===== config.mk =====
export PLATFORM = sky130hd
export DESIGN_NAME = ev_charge_session_fsm_top
export DESIGN_NICKNAME = d
export VERILOG_FILES = /design/src/design/evcs_pkg.sv /design/src/design/ev_charge_session_fsm_top.sv
export SDC_FILE = /design/constraint.sdc
export NUM_CORES = 1
export LEC_CHECK = 0
export BUFFER_PORTS_ARGS = -buffer_cell sky130_fd_sc_hd__buf_2
export CORE_ASPECT_RATIO = 0.7
export CORE_MARGIN = 3
export CORE_UTILIZATION = 45
export DETAILED_ROUTE_END_ITERATION = 10
export HOLD_SLACK_MARGIN = 0.05
export PLACE_DENSITY = 0.75
export SYNTH_ARGS = -nofsm -noshare
export SYNTH_HDL_FRONTEND = slang
export SYNTH_SLANG_ARGS = --single-unit

===== constraint.sdc =====
create_clock -name clk -period 5 [get_ports clk]
set_input_delay 1 -clock clk [delete_from_list [all_inputs] [get_ports clk]]
set_output_delay 1 -clock clk [all_outputs]
set_load 0.1 [all_outputs]

===== src/design/evcs_pkg.sv =====
// Shared types and codes of the EV charging session controller.
package evcs_pkg;

	// Session states, encoded as they appear on the result stream
	typedef enum logic [3:0] {
		ST_IDLE       = 4'd0,
		ST_PLUG_IN    = 4'd1,
		ST_HANDSHAKE  = 4'd2,
		ST_AWAIT_LOCK = 4'd3,
		ST_AWAIT_INS  = 4'd4,
		ST_TRANSFER   = 4'd5,
		ST_WINDING    = 4'd6,
		ST_INHIBITED  = 4'd7,
		ST_ERROR      = 4'd8
	} state_t;

	// Event codes
	localparam logic [3:0] EV_PLUG_IN     = 4'd0;
	localparam logic [3:0] EV_PLUG_OUT    = 4'd1;
	localparam logic [3:0] EV_BMS_UPDATE  = 4'd2;
	localparam logic [3:0] EV_BMS_TIMEOUT = 4'd3;
	localparam logic [3:0] EV_INHIBIT_ON  = 4'd4;
	localparam logic [3:0] EV_INHIBIT_OFF = 4'd5;
	localparam logic [3:0] EV_STN_TIMEOUT = 4'd6;
	localparam logic [3:0] EV_IN1_ON      = 4'd7;
	localparam logic [3:0] EV_IN1_OFF     = 4'd8;
	localparam logic [3:0] EV_IN2_ON      = 4'd9;
	localparam logic [3:0] EV_STN_CAPS    = 4'd10;
	localparam logic [3:0] EV_STN_STATUS  = 4'd11;

	// Action strobe bit positions
	localparam int ACT_W          = 18;
	localparam int A_STOP_DIG     = 0;
	localparam int A_STOP_DISC    = 1;
	localparam int A_GO_DIG       = 2;
	localparam int A_GO_DISC      = 3;
	localparam int A_CAN_ON       = 4;
	localparam int A_CAN_OFF      = 5;
	localparam int A_OUT1_ON      = 6;
	localparam int A_OUT1_OFF     = 7;
	localparam int A_LIVE_ON      = 8;
	localparam int A_STN_REINIT   = 9;
	localparam int A_SES_REINIT   = 10;
	localparam int A_VMAX_UPD     = 11;
	localparam int A_CONT_PERMIT  = 12;
	localparam int A_CONT_INHIB   = 13;
	localparam int A_CUR_RECALC   = 14;
	localparam int A_TIME_RECALC  = 15;
	localparam int A_DEV_CHECK    = 16;
	localparam int A_RAMP_DOWN    = 17;

	// Stream widths
	localparam int IN_DATA_W  = 24;
	localparam int OUT_DATA_W = 24;

	localparam logic [7:0] TERM_CUR_RESET = 8'd2;

endpackage


===== src/design/ev_charge_session_fsm_top.sv =====
// EV charging session controller: event register, next-state logic, result register.
//
// Usage:
//   s_* carries one event request: s_tuser is the event code, s_tdata the
//   snapshot of battery, inhibit, plug and station flags plus station current.
//   m_* returns one result per event: new session state, action strobes and
//   the invalid-event flag.
//   cfg_* writes the termination current (8 bits); cfg_ready is always high.
//   Write it only while no event is in flight.
// Pipeline: an accepted event passes two register stages, the event register
//   and then the result register, before its result shows on m_*.
// Throughput: one event per cycle while m_tready stays high. The session
//   state register is updated when an event moves from the event register
//   to the result register, so the next event sees it in the following cycle.
// Stall: when m_tready is low the result holds; the event register still
//   takes one more request, after which s_tready drops until the result
//   is taken.
// Reset: arst_n clears both stages, returns the session to idle and the
//   termination current to 2 A.
module ev_charge_session_fsm_top
	import evcs_pkg::*;
(
	input  logic                  clk,
	input  logic                  arst_n,
	// configuration write channel
	input  logic                  cfg_valid,
	output logic                  cfg_ready,
	input  logic [7:0]            cfg_data,    // termination current threshold
	// event stream
	input  logic                  s_tvalid,
	output logic                  s_tready,
	// [2:0] battery_flags, [3] inhibit_line, [4] plug_present,
	// [5] station_voltage_ok, [6] params_complete, [9:7] station_faults,
	// [10] station_allows_charge, [11] connector_locked,
	// [19:12] station_current, [23:20] zero
	input  logic [IN_DATA_W-1:0]  s_tdata,
	input  logic [3:0]            s_tuser,     // [3:0] func
	// result stream
	output logic                  m_tvalid,
	input  logic                  m_tready,
	// [3:0] session_state, [21:4] action_strobes, [22] invalid_event, [23] zero
	output logic [OUT_DATA_W-1:0] m_tdata
);

	// stage 1: event register
	logic             valid_s1;
	logic [3:0]       func_s1;
	logic [2:0]       bat_s1;
	logic             inh_s1;
	logic             plug_s1;
	logic             volt_s1;
	logic             params_s1;
	logic [2:0]       faults_s1;
	logic             allow_s1;
	logic             locked_s1;
	logic [7:0]       cur_s1;

	// stage 2: result register
	logic             valid_s2;
	state_t           state_s2;
	logic [ACT_W-1:0] act_s2;
	logic             bad_s2;

	logic [7:0]       term_cur_q;
	state_t           state_q;

	logic             adv_s1;
	state_t           nxt_state;
	logic [ACT_W-1:0] nxt_act;
	logic             nxt_bad;

	assign adv_s1    = valid_s1 && (!valid_s2 || m_tready);
	assign s_tready  = !valid_s1 || adv_s1;
	assign cfg_ready = 1'b1;

	// configuration register
	always_ff @(posedge clk or negedge arst_n) begin
		if (!arst_n) begin
			term_cur_q <= TERM_CUR_RESET;
		end else if (cfg_valid) begin
			term_cur_q <= cfg_data;
		end
	end

	// event register
	always_ff @(posedge clk or negedge arst_n) begin
		if (!arst_n) begin
			valid_s1 <= 1'b0;
		end else if (s_tready) begin
			valid_s1 <= s_tvalid;
		end
	end

	always_ff @(posedge clk) begin
		if (s_tready && s_tvalid) begin
			func_s1   <= s_tuser;
			bat_s1    <= s_tdata[2:0];
			inh_s1    <= s_tdata[3];
			plug_s1   <= s_tdata[4];
			volt_s1   <= s_tdata[5];
			params_s1 <= s_tdata[6];
			faults_s1 <= s_tdata[9:7];
			allow_s1  <= s_tdata[10];
			locked_s1 <= s_tdata[11];
			cur_s1    <= s_tdata[19:12];
		end
	end

	// next-state and action decode
	always_comb begin
		nxt_state = state_q;
		nxt_act   = '0;
		nxt_bad   = 1'b0;
		unique case (state_q)
			ST_PLUG_IN: begin
				unique case (func_s1)
					EV_BMS_UPDATE: begin
						nxt_act[A_VMAX_UPD] = 1'b1;
						if (bat_s1 != 3'd0) nxt_state = ST_INHIBITED;
					end
					EV_BMS_TIMEOUT: nxt_state = ST_ERROR;
					EV_IN1_ON: begin
						nxt_act[A_STN_REINIT] = 1'b1;
						nxt_act[A_CAN_ON]     = 1'b1;
						nxt_act[A_OUT1_ON]    = 1'b1;
						nxt_act[A_LIVE_ON]    = 1'b1;
						nxt_state = ST_HANDSHAKE;
					end
					EV_PLUG_OUT: begin
						nxt_act[A_SES_REINIT] = 1'b1;
						nxt_state = ST_IDLE;
					end
					EV_INHIBIT_ON:  nxt_state = ST_INHIBITED;
					EV_STN_TIMEOUT: ;
					default:        nxt_bad = 1'b1;
				endcase
			end
			ST_HANDSHAKE: begin
				unique case (func_s1)
					EV_IN1_OFF: begin
						nxt_act[A_STOP_DIG] = 1'b1;
						nxt_state = ST_PLUG_IN;
					end
					EV_BMS_UPDATE:  if (bat_s1 != 3'd0) nxt_state = ST_INHIBITED;
					EV_BMS_TIMEOUT: nxt_state = ST_ERROR;
					EV_STN_CAPS: begin
						priority if (!volt_s1) begin
							nxt_act[A_STOP_DIG] = 1'b1;
							nxt_state = ST_ERROR;
						end else if (params_s1) begin
							nxt_act[A_GO_DIG]  = 1'b1;
							nxt_act[A_GO_DISC] = 1'b1;
							nxt_state = ST_AWAIT_LOCK;
						end
					end
					EV_STN_STATUS: begin
						priority if (faults_s1 != 3'd0) begin
							nxt_act[A_CAN_OFF] = 1'b1;
							nxt_state = ST_ERROR;
						end else if (params_s1) begin
							nxt_act[A_GO_DIG]  = 1'b1;
							nxt_act[A_GO_DISC] = 1'b1;
							nxt_state = ST_AWAIT_LOCK;
						end
					end
					EV_PLUG_OUT: begin
						nxt_act[A_SES_REINIT] = 1'b1;
						nxt_state = ST_IDLE;
					end
					EV_INHIBIT_ON:  nxt_state = ST_INHIBITED;
					EV_STN_TIMEOUT: ;
					default:        nxt_bad = 1'b1;
				endcase
			end
			ST_AWAIT_LOCK: begin
				unique case (func_s1)
					EV_IN1_OFF: begin
						nxt_act[A_STOP_DIG] = 1'b1;
						nxt_state = ST_PLUG_IN;
					end
					EV_BMS_UPDATE:  if (bat_s1 != 3'd0) nxt_state = ST_INHIBITED;
					EV_BMS_TIMEOUT: nxt_state = ST_ERROR;
					EV_STN_CAPS:    ;
					EV_STN_STATUS: begin
						priority if (faults_s1 != 3'd0) begin
							nxt_act[A_CAN_OFF] = 1'b1;
							nxt_state = ST_ERROR;
						end else if (locked_s1) begin
							nxt_state = ST_AWAIT_INS;
						end
					end
					EV_PLUG_OUT: begin
						nxt_act[A_STOP_DIG]   = 1'b1;
						nxt_act[A_SES_REINIT] = 1'b1;
						nxt_state = ST_IDLE;
					end
					EV_INHIBIT_ON: begin
						nxt_act[A_OUT1_OFF] = 1'b1;
						nxt_state = ST_INHIBITED;
					end
					EV_STN_TIMEOUT: nxt_state = ST_ERROR;
					default:        nxt_bad = 1'b1;
				endcase
			end
			ST_AWAIT_INS: begin
				unique case (func_s1)
					EV_IN1_OFF: begin
						nxt_act[A_STOP_DIG] = 1'b1;
						nxt_state = ST_PLUG_IN;
					end
					EV_BMS_UPDATE: begin
						if (bat_s1 != 3'd0) begin
							nxt_act[A_STOP_DIG] = 1'b1;
							nxt_state = ST_INHIBITED;
						end
					end
					EV_BMS_TIMEOUT: begin
						nxt_act[A_STOP_DIG] = 1'b1;
						nxt_state = ST_ERROR;
					end
					EV_IN2_ON: begin
						nxt_act[A_CONT_PERMIT] = 1'b1;
						nxt_state = ST_TRANSFER;
					end
					EV_PLUG_OUT: begin
						nxt_act[A_SES_REINIT] = 1'b1;
						nxt_act[A_STOP_DIG]   = 1'b1;
						nxt_state = ST_IDLE;
					end
					EV_STN_CAPS: ;
					EV_STN_STATUS: begin
						if (faults_s1 != 3'd0) begin
							nxt_act[A_STOP_DIG] = 1'b1;
							nxt_state = ST_ERROR;
						end
					end
					EV_INHIBIT_ON: begin
						nxt_act[A_STOP_DIG] = 1'b1;
						nxt_state = ST_INHIBITED;
					end
					EV_STN_TIMEOUT: begin
						nxt_act[A_STOP_DIG] = 1'b1;
						nxt_state = ST_ERROR;
					end
					default: nxt_bad = 1'b1;
				endcase
			end
			ST_TRANSFER: begin
				unique case (func_s1)
					EV_BMS_UPDATE: begin
						// full: stop only; too hot: stop and still recalc current
						priority if (bat_s1[0]) begin
							nxt_act[A_STOP_DIG] = 1'b1;
							nxt_state = ST_WINDING;
						end else if (bat_s1[1]) begin
							nxt_act[A_STOP_DIG]   = 1'b1;
							nxt_act[A_CUR_RECALC] = 1'b1;
							nxt_state = ST_WINDING;
						end else begin
							nxt_act[A_CUR_RECALC] = 1'b1;
						end
					end
					EV_BMS_TIMEOUT: nxt_state = ST_ERROR;
					EV_PLUG_OUT: begin
						nxt_act[A_SES_REINIT] = 1'b1;
						nxt_state = ST_IDLE;
					end
					EV_STN_CAPS: begin
						nxt_act[A_CUR_RECALC]  = 1'b1;
						nxt_act[A_TIME_RECALC] = 1'b1;
					end
					EV_STN_STATUS: begin
						// refusal without a fault still runs the deviation check
						priority if (faults_s1 != 3'd0) begin
							nxt_act[A_STOP_DIG] = 1'b1;
							nxt_state = ST_WINDING;
						end else if (!allow_s1) begin
							nxt_act[A_STOP_DIG]  = 1'b1;
							nxt_act[A_DEV_CHECK] = 1'b1;
							nxt_state = ST_WINDING;
						end else begin
							nxt_act[A_DEV_CHECK] = 1'b1;
						end
					end
					EV_INHIBIT_ON: begin
						nxt_act[A_STOP_DIG] = 1'b1;
						nxt_state = ST_WINDING;
					end
					EV_STN_TIMEOUT: begin
						nxt_act[A_STOP_DIG] = 1'b1;
						nxt_state = ST_ERROR;
					end
					default: nxt_bad = 1'b1;
				endcase
			end
			ST_WINDING: begin
				// ramp down on every event, handled or not
				nxt_act[A_RAMP_DOWN] = 1'b1;
				unique case (func_s1)
					EV_STN_STATUS: begin
						if (cur_s1 <= term_cur_q) begin
							nxt_act[A_STOP_DISC]  = 1'b1;
							nxt_act[A_CONT_INHIB] = 1'b1;
						end
					end
					EV_PLUG_OUT, EV_BMS_UPDATE, EV_BMS_TIMEOUT, EV_INHIBIT_ON,
					EV_STN_TIMEOUT, EV_STN_CAPS: ;
					default: nxt_bad = 1'b1;
				endcase
			end
			ST_INHIBITED: begin
				unique case (func_s1)
					EV_BMS_UPDATE, EV_INHIBIT_OFF: begin
						if (bat_s1 == 3'd0 && !inh_s1)
							nxt_state = plug_s1 ? ST_PLUG_IN : ST_IDLE;
					end
					EV_BMS_TIMEOUT, EV_STN_TIMEOUT: nxt_state = ST_ERROR;
					EV_PLUG_IN: ;
					default:    nxt_bad = 1'b1;
				endcase
			end
			ST_ERROR: begin
				unique case (func_s1)
					EV_BMS_UPDATE: ;
					EV_PLUG_OUT: begin
						nxt_act[A_SES_REINIT] = 1'b1;
						nxt_state = ST_IDLE;
					end
					default: nxt_bad = 1'b1;
				endcase
			end
			default: begin
				// idle, and any unused code
				unique case (func_s1)
					EV_PLUG_IN: nxt_state = ST_PLUG_IN;
					EV_BMS_UPDATE: begin
						nxt_act[A_VMAX_UPD] = 1'b1;
						if (bat_s1 != 3'd0) nxt_state = ST_INHIBITED;
					end
					EV_BMS_TIMEOUT: nxt_state = ST_ERROR;
					EV_INHIBIT_ON: begin
						nxt_act[A_STOP_DIG] = 1'b1;
						nxt_state = ST_INHIBITED;
					end
					EV_STN_TIMEOUT: ;
					default:        nxt_bad = 1'b1;
				endcase
			end
		endcase
	end

	// session state and result register
	always_ff @(posedge clk or negedge arst_n) begin
		if (!arst_n) begin
			state_q  <= ST_IDLE;
			valid_s2 <= 1'b0;
		end else begin
			if (adv_s1) begin
				state_q <= nxt_state;
			end
			if (!valid_s2 || m_tready) begin
				valid_s2 <= valid_s1;
			end
		end
	end

	always_ff @(posedge clk) begin
		if (adv_s1) begin
			state_s2 <= nxt_state;
			act_s2   <= nxt_act;
			bad_s2   <= nxt_bad;
		end
	end

	assign m_tvalid = valid_s2;
	assign m_tdata  = {1'b0, bad_s2, act_s2, state_s2};

	// the held result always reflects the live session state
	assert property (@(posedge clk) disable iff (!arst_n)
		valid_s2 |-> state_q == state_s2)
		else $error("session state differs from pending result");

	// event codes past the last defined one are never handled
	assert property (@(posedge clk) disable iff (!arst_n)
		(adv_s1 && func_s1 > EV_STN_STATUS) |=> bad_s2)
		else $error("undefined event code not flagged invalid");

	// an invalid event fires no strobe, except ramp down while winding down
	assert property (@(posedge clk) disable iff (!arst_n)
		(valid_s2 && bad_s2) |-> (act_s2 == '0 ||
			(state_s2 == ST_WINDING && act_s2 == ACT_W'(1) << A_RAMP_DOWN)))
		else $error("strobes set on an invalid event");

	// an invalid event leaves the state where it was
	assert property (@(posedge clk) disable iff (!arst_n)
		(adv_s1 && nxt_bad) |=> state_q == $past(state_q))
		else $error("invalid event changed the session state");

endmodule

==> results.toml <==
[critical_path]
setup.worst_path.class = "reg -> reg"
reg2reg_depth = 6
cp_cell_sequence = "or3b_4, a2111o_1, o21ai_0, o2111ai_1, nand4b_1, mux2_2"
worst_r2r_startpoint = "func_s1[1]"
slowest_delay_ps = 890
worstSetupStartpointType = "register"
critical_path_required_ps = 5230
r2r_setup_slack_ps = 2040
timing.rr.end = "state_q[0]"
path_max_fanout = 28
cp-end-kind = "register"
critical_path_arrival_ps = 3180
crit_slowest_cell = "sky130_fd_sc_hd__edfxtp_1"

[clock_network]
h_tree_level_count = 3
clk_pin_slew_ps = 70
cts_tree = "yes"
cts_setup_buffers = 0
clockRootBuffer = "sky130_fd_sc_hd__clkbuf_8"
cts-root-to-sink-buffers = 2
cts_buffers = 9
cts_resized = 0
ctsHoldBuffers = 0
clk_latency_ps = 350
cts_sinks = 57

[place]
gpl.final_weighted_congestion = 1.02
dpl_hpwl_um = 6270
port-buffer-count = 61
postPlaceCellArea_um2 = 3610
placed_cells = 475

[global_route]
grt_first_pass_wirelength_um = 13700
grt_start_max_net_pins = 31
track_usage_pct = 21.1
grt_pass1_vias = 2634
grt_antenna_before_repair = 0
grt-ovfl-total = 0

[cells_and_area]
drive_gt1_share_pct = 20.9
flow.area_growth_from_synthesis_pct = 15.3
finish.cell_count_without_fillers = 491
antenna_cells = 0
nets = 441
post-route-cell-area_um2 = 3840

[synthesis]
post_synth_edffs = 43
synthDistinctLibCells = 61
async_flop_share_pct = 24.6
synth-main-ff-cell = "sky130_fd_sc_hd__edfxtp_1"
syn_nets = 398
synth.yosys.seq_area_share_pct = 49.4
synth_area_um2 = 3330
post_synth_inst_count = 349
synth-seq-cells = 57
post_synth.cell_area_avg_um2 = 9.54
yosysWarnings = 0

[floorplanning]
core_area_um2 = 6940
io_pins = 68
fp.dieArea_um2 = 8480
initial_util_pct = 47.9
die_y_um = 78.0
core.rowCount = 25
die_width_um = 109

[timing]
report.final.slew_viol_count = 0
grt_setup_unrepaired = "false"
period_minus_slack_ps = 2960
final_sum_of_negative_setup_slack_ps = 0
timing.fmax_mhz = 338
final.period_utilization_pct = 59.1
finalClockSkew_ps = 13.7
timing_worst_slew_pin_value_ps = 1140
finalSetupViolations = 0
final-hold-violation-count = 0
timing.max_slew.rel_slack_pct = 24.0

[route]
drtIter0Drc = 504
detail_route.wl_per_cell_um = 17.7
drt-total-wl_um = 8690
dr_total_vias = 2920
post-route-drc-count = 0
drt-pass1-iter-count = 7
detail-route-antenna-nets = 0
avgViaCountPerCell = 5.95

[pwr]
totalPowerFinal_w = 0.00196
worst_ir_drop_vdd_mv = 0.284
cellPowerDensity_nw_per_um2 = 512
static-leakage-power_nw = 1.52

[job]
maxCapViolCount = 0

[hold_path]
whs_endpoint = "m_tvalid"
worst_hold_path.num_cells = 1
launch_point_of_the_worst_hold_path = "valid_s1"
hold_class = "reg -> reg"

[run_status]
outcome = "finished, final reports clean"
[layout by cell type, fill, tap and decap left out, types with 4 or more instances in the layout]
| cell | synthesis | final |
|---|---|---|
| sky130_fd_sc_hd__a21oi_1 | 26 | 26 |
| sky130_fd_sc_hd__dfrtp_1 | 13 | 13 |
| sky130_fd_sc_hd__o21ai_0 | 32 | 32 |
| sky130_fd_sc_hd__a211oi_1 | 4 | 4 |
| sky130_fd_sc_hd__nor4_1 | 4 | 4 |
| sky130_fd_sc_hd__and3_1 | 5 | 5 |
| sky130_fd_sc_hd__nand3_1 | 8 | 8 |
| sky130_fd_sc_hd__o22ai_1 | 4 | 4 |
| sky130_fd_sc_hd__inv_1 | 14 | 14 |
| sky130_fd_sc_hd__nor2_1 | 29 | 29 |
| sky130_fd_sc_hd__nand2_1 | 28 | 28 |
| sky130_fd_sc_hd__buf_2 | 2 | 61 |
| sky130_fd_sc_hd__ha_1 | 8 | 8 |
| sky130_fd_sc_hd__nand2b_1 | 12 | 12 |
| sky130_fd_sc_hd__o21a_1 | 4 | 4 |
| sky130_fd_sc_hd__clkbuf_8 | 0 | 9 |
| sky130_fd_sc_hd__nor3_1 | 16 | 16 |
| sky130_fd_sc_hd__edfxtp_1 | 43 | 43 |
| sky130_fd_sc_hd__nor2b_1 | 5 | 5 |
[layer usage]
layer | track usage, % | vias up | wire length (µm)
li1 | - | 1375 | -
met2 | 28.6 | 180 | 3560
met3 | 5.74 | 17 | 990
met4 | 6.81 | 0 | 112
met1 | 32.3 | 1348 | 4020
met5 | 0 | - | 0
[worst max-delay path: cells and delay by family, from the launching register on]
kind,cells,cell delay [ps]
and+or+nand+nor,2,800
muxes,1,320
AOI/OAI and AO/OA,3,840
DFF,1,890
[synthesized netlist by cell type, types with 4 or more instances]
library cell               number  share of area, %
sky130_fd_sc_hd__nand2_1       28               3.2
sky130_fd_sc_hd__nand2b_1      12               2.3
sky130_fd_sc_hd__buf_1          4              0.45
sky130_fd_sc_hd__nor2_1        29               3.3
sky130_fd_sc_hd__a21oi_1       26               3.9
sky130_fd_sc_hd__o21ai_0       32               4.8
sky130_fd_sc_hd__edfxtp_1      43                39
sky130_fd_sc_hd__nor4_1         4              0.75
sky130_fd_sc_hd__nor3_1        16               2.4
sky130_fd_sc_hd__ha_1           8               3.0
sky130_fd_sc_hd__and3_1         5              0.94
sky130_fd_sc_hd__clkbuf_1      15               1.7
sky130_fd_sc_hd__dfrtp_1       13               9.8
sky130_fd_sc_hd__nor2b_1        5              0.94
sky130_fd_sc_hd__a211oi_1       4              0.90
sky130_fd_sc_hd__nand3_1        8               1.2
sky130_fd_sc_hd__inv_1         14               1.6
sky130_fd_sc_hd__o21a_1         4              0.90
sky130_fd_sc_hd__buf_4          8               1.8
sky130_fd_sc_hd__o22ai_1        4              0.75
[registers in the layout, indices dropped and copies added, names as in the netlist]
| signal | cells |
|---|---|
| state_s2 | 4 |
| act_s2 | 14 |
| term_cur_q | 8 |
| locked_s1 | 1 |
| faults_s1 | 3 |
| state_q | 4 |
| cur_s1 | 8 |
| plug_s1 | 1 |
| bad_s2 | 1 |
| valid_s1 | 1 |
| volt_s1 | 1 |
| params_s1 | 1 |
| inh_s1 | 1 |
| func_s1 | 4 |
| allow_s1 | 1 |
| bat_s1 | 3 |
| m_tvalid | 1 |
[worst max path at each step]
stage / from / to
3_3_place_gp: func_s1[1] / state_q[1]
4_1_cts: func_s1[1] / state_q[1]
3_5_place_dp: func_s1[1] / state_q[1]
5_1_grt: func_s1[3] / state_q[1]
6_report: func_s1[1] / state_q[0]
2_1_floorplan: m_tvalid / allow_s1
[through the flow]
step / setup slack (ps) / util (%) / hold slack, ps
after CTS: 2080 / 55.2 / 502
after global placement: 2070 / 52.0 / 458
after floorplan: 1940 / - / 449
after global routing: 1840 / 55.2 / 522
final: 2040 / 55.2 / 506
after detailed placement: 2100 / 52.0 / 497
[kinds of logic (layout without fill, tap and decap cells)]
family | Yosys count | count (layout) | synth area share (%)
mux | 3 | 3 | 1.13
flops | 57 | 57 | 49.4
fa+ha+maj | 8 | 8 | 3.01
buf+inv | 43 | 91 | 5.83
simple gates | 125 | 125 | 19.1
other cells | 2 | 2 | 0.226
xor+xnor | 5 | 5 | 1.32
compound gates | 106 | 106 | 20.0
[area by class of cell]
cell class,count,area (µm²)
inverter,14,52.6
fill,639,3110
sequential,57,1640
clock inverter,7,103
multi-input combinational,249,1490
clock buffer,9,124
tap,94,118
timing repair buffer,61,305
[power by group]
group | internal [W] | switching, W | leakage, nW
logic | 0.000219 | 0.000537 | 0.826
registers | 0.000595 | 0.000121 | 0.583
clock network | 0.000284 | 0.000207 | 0.110
(Power assumes the default switching activity.)
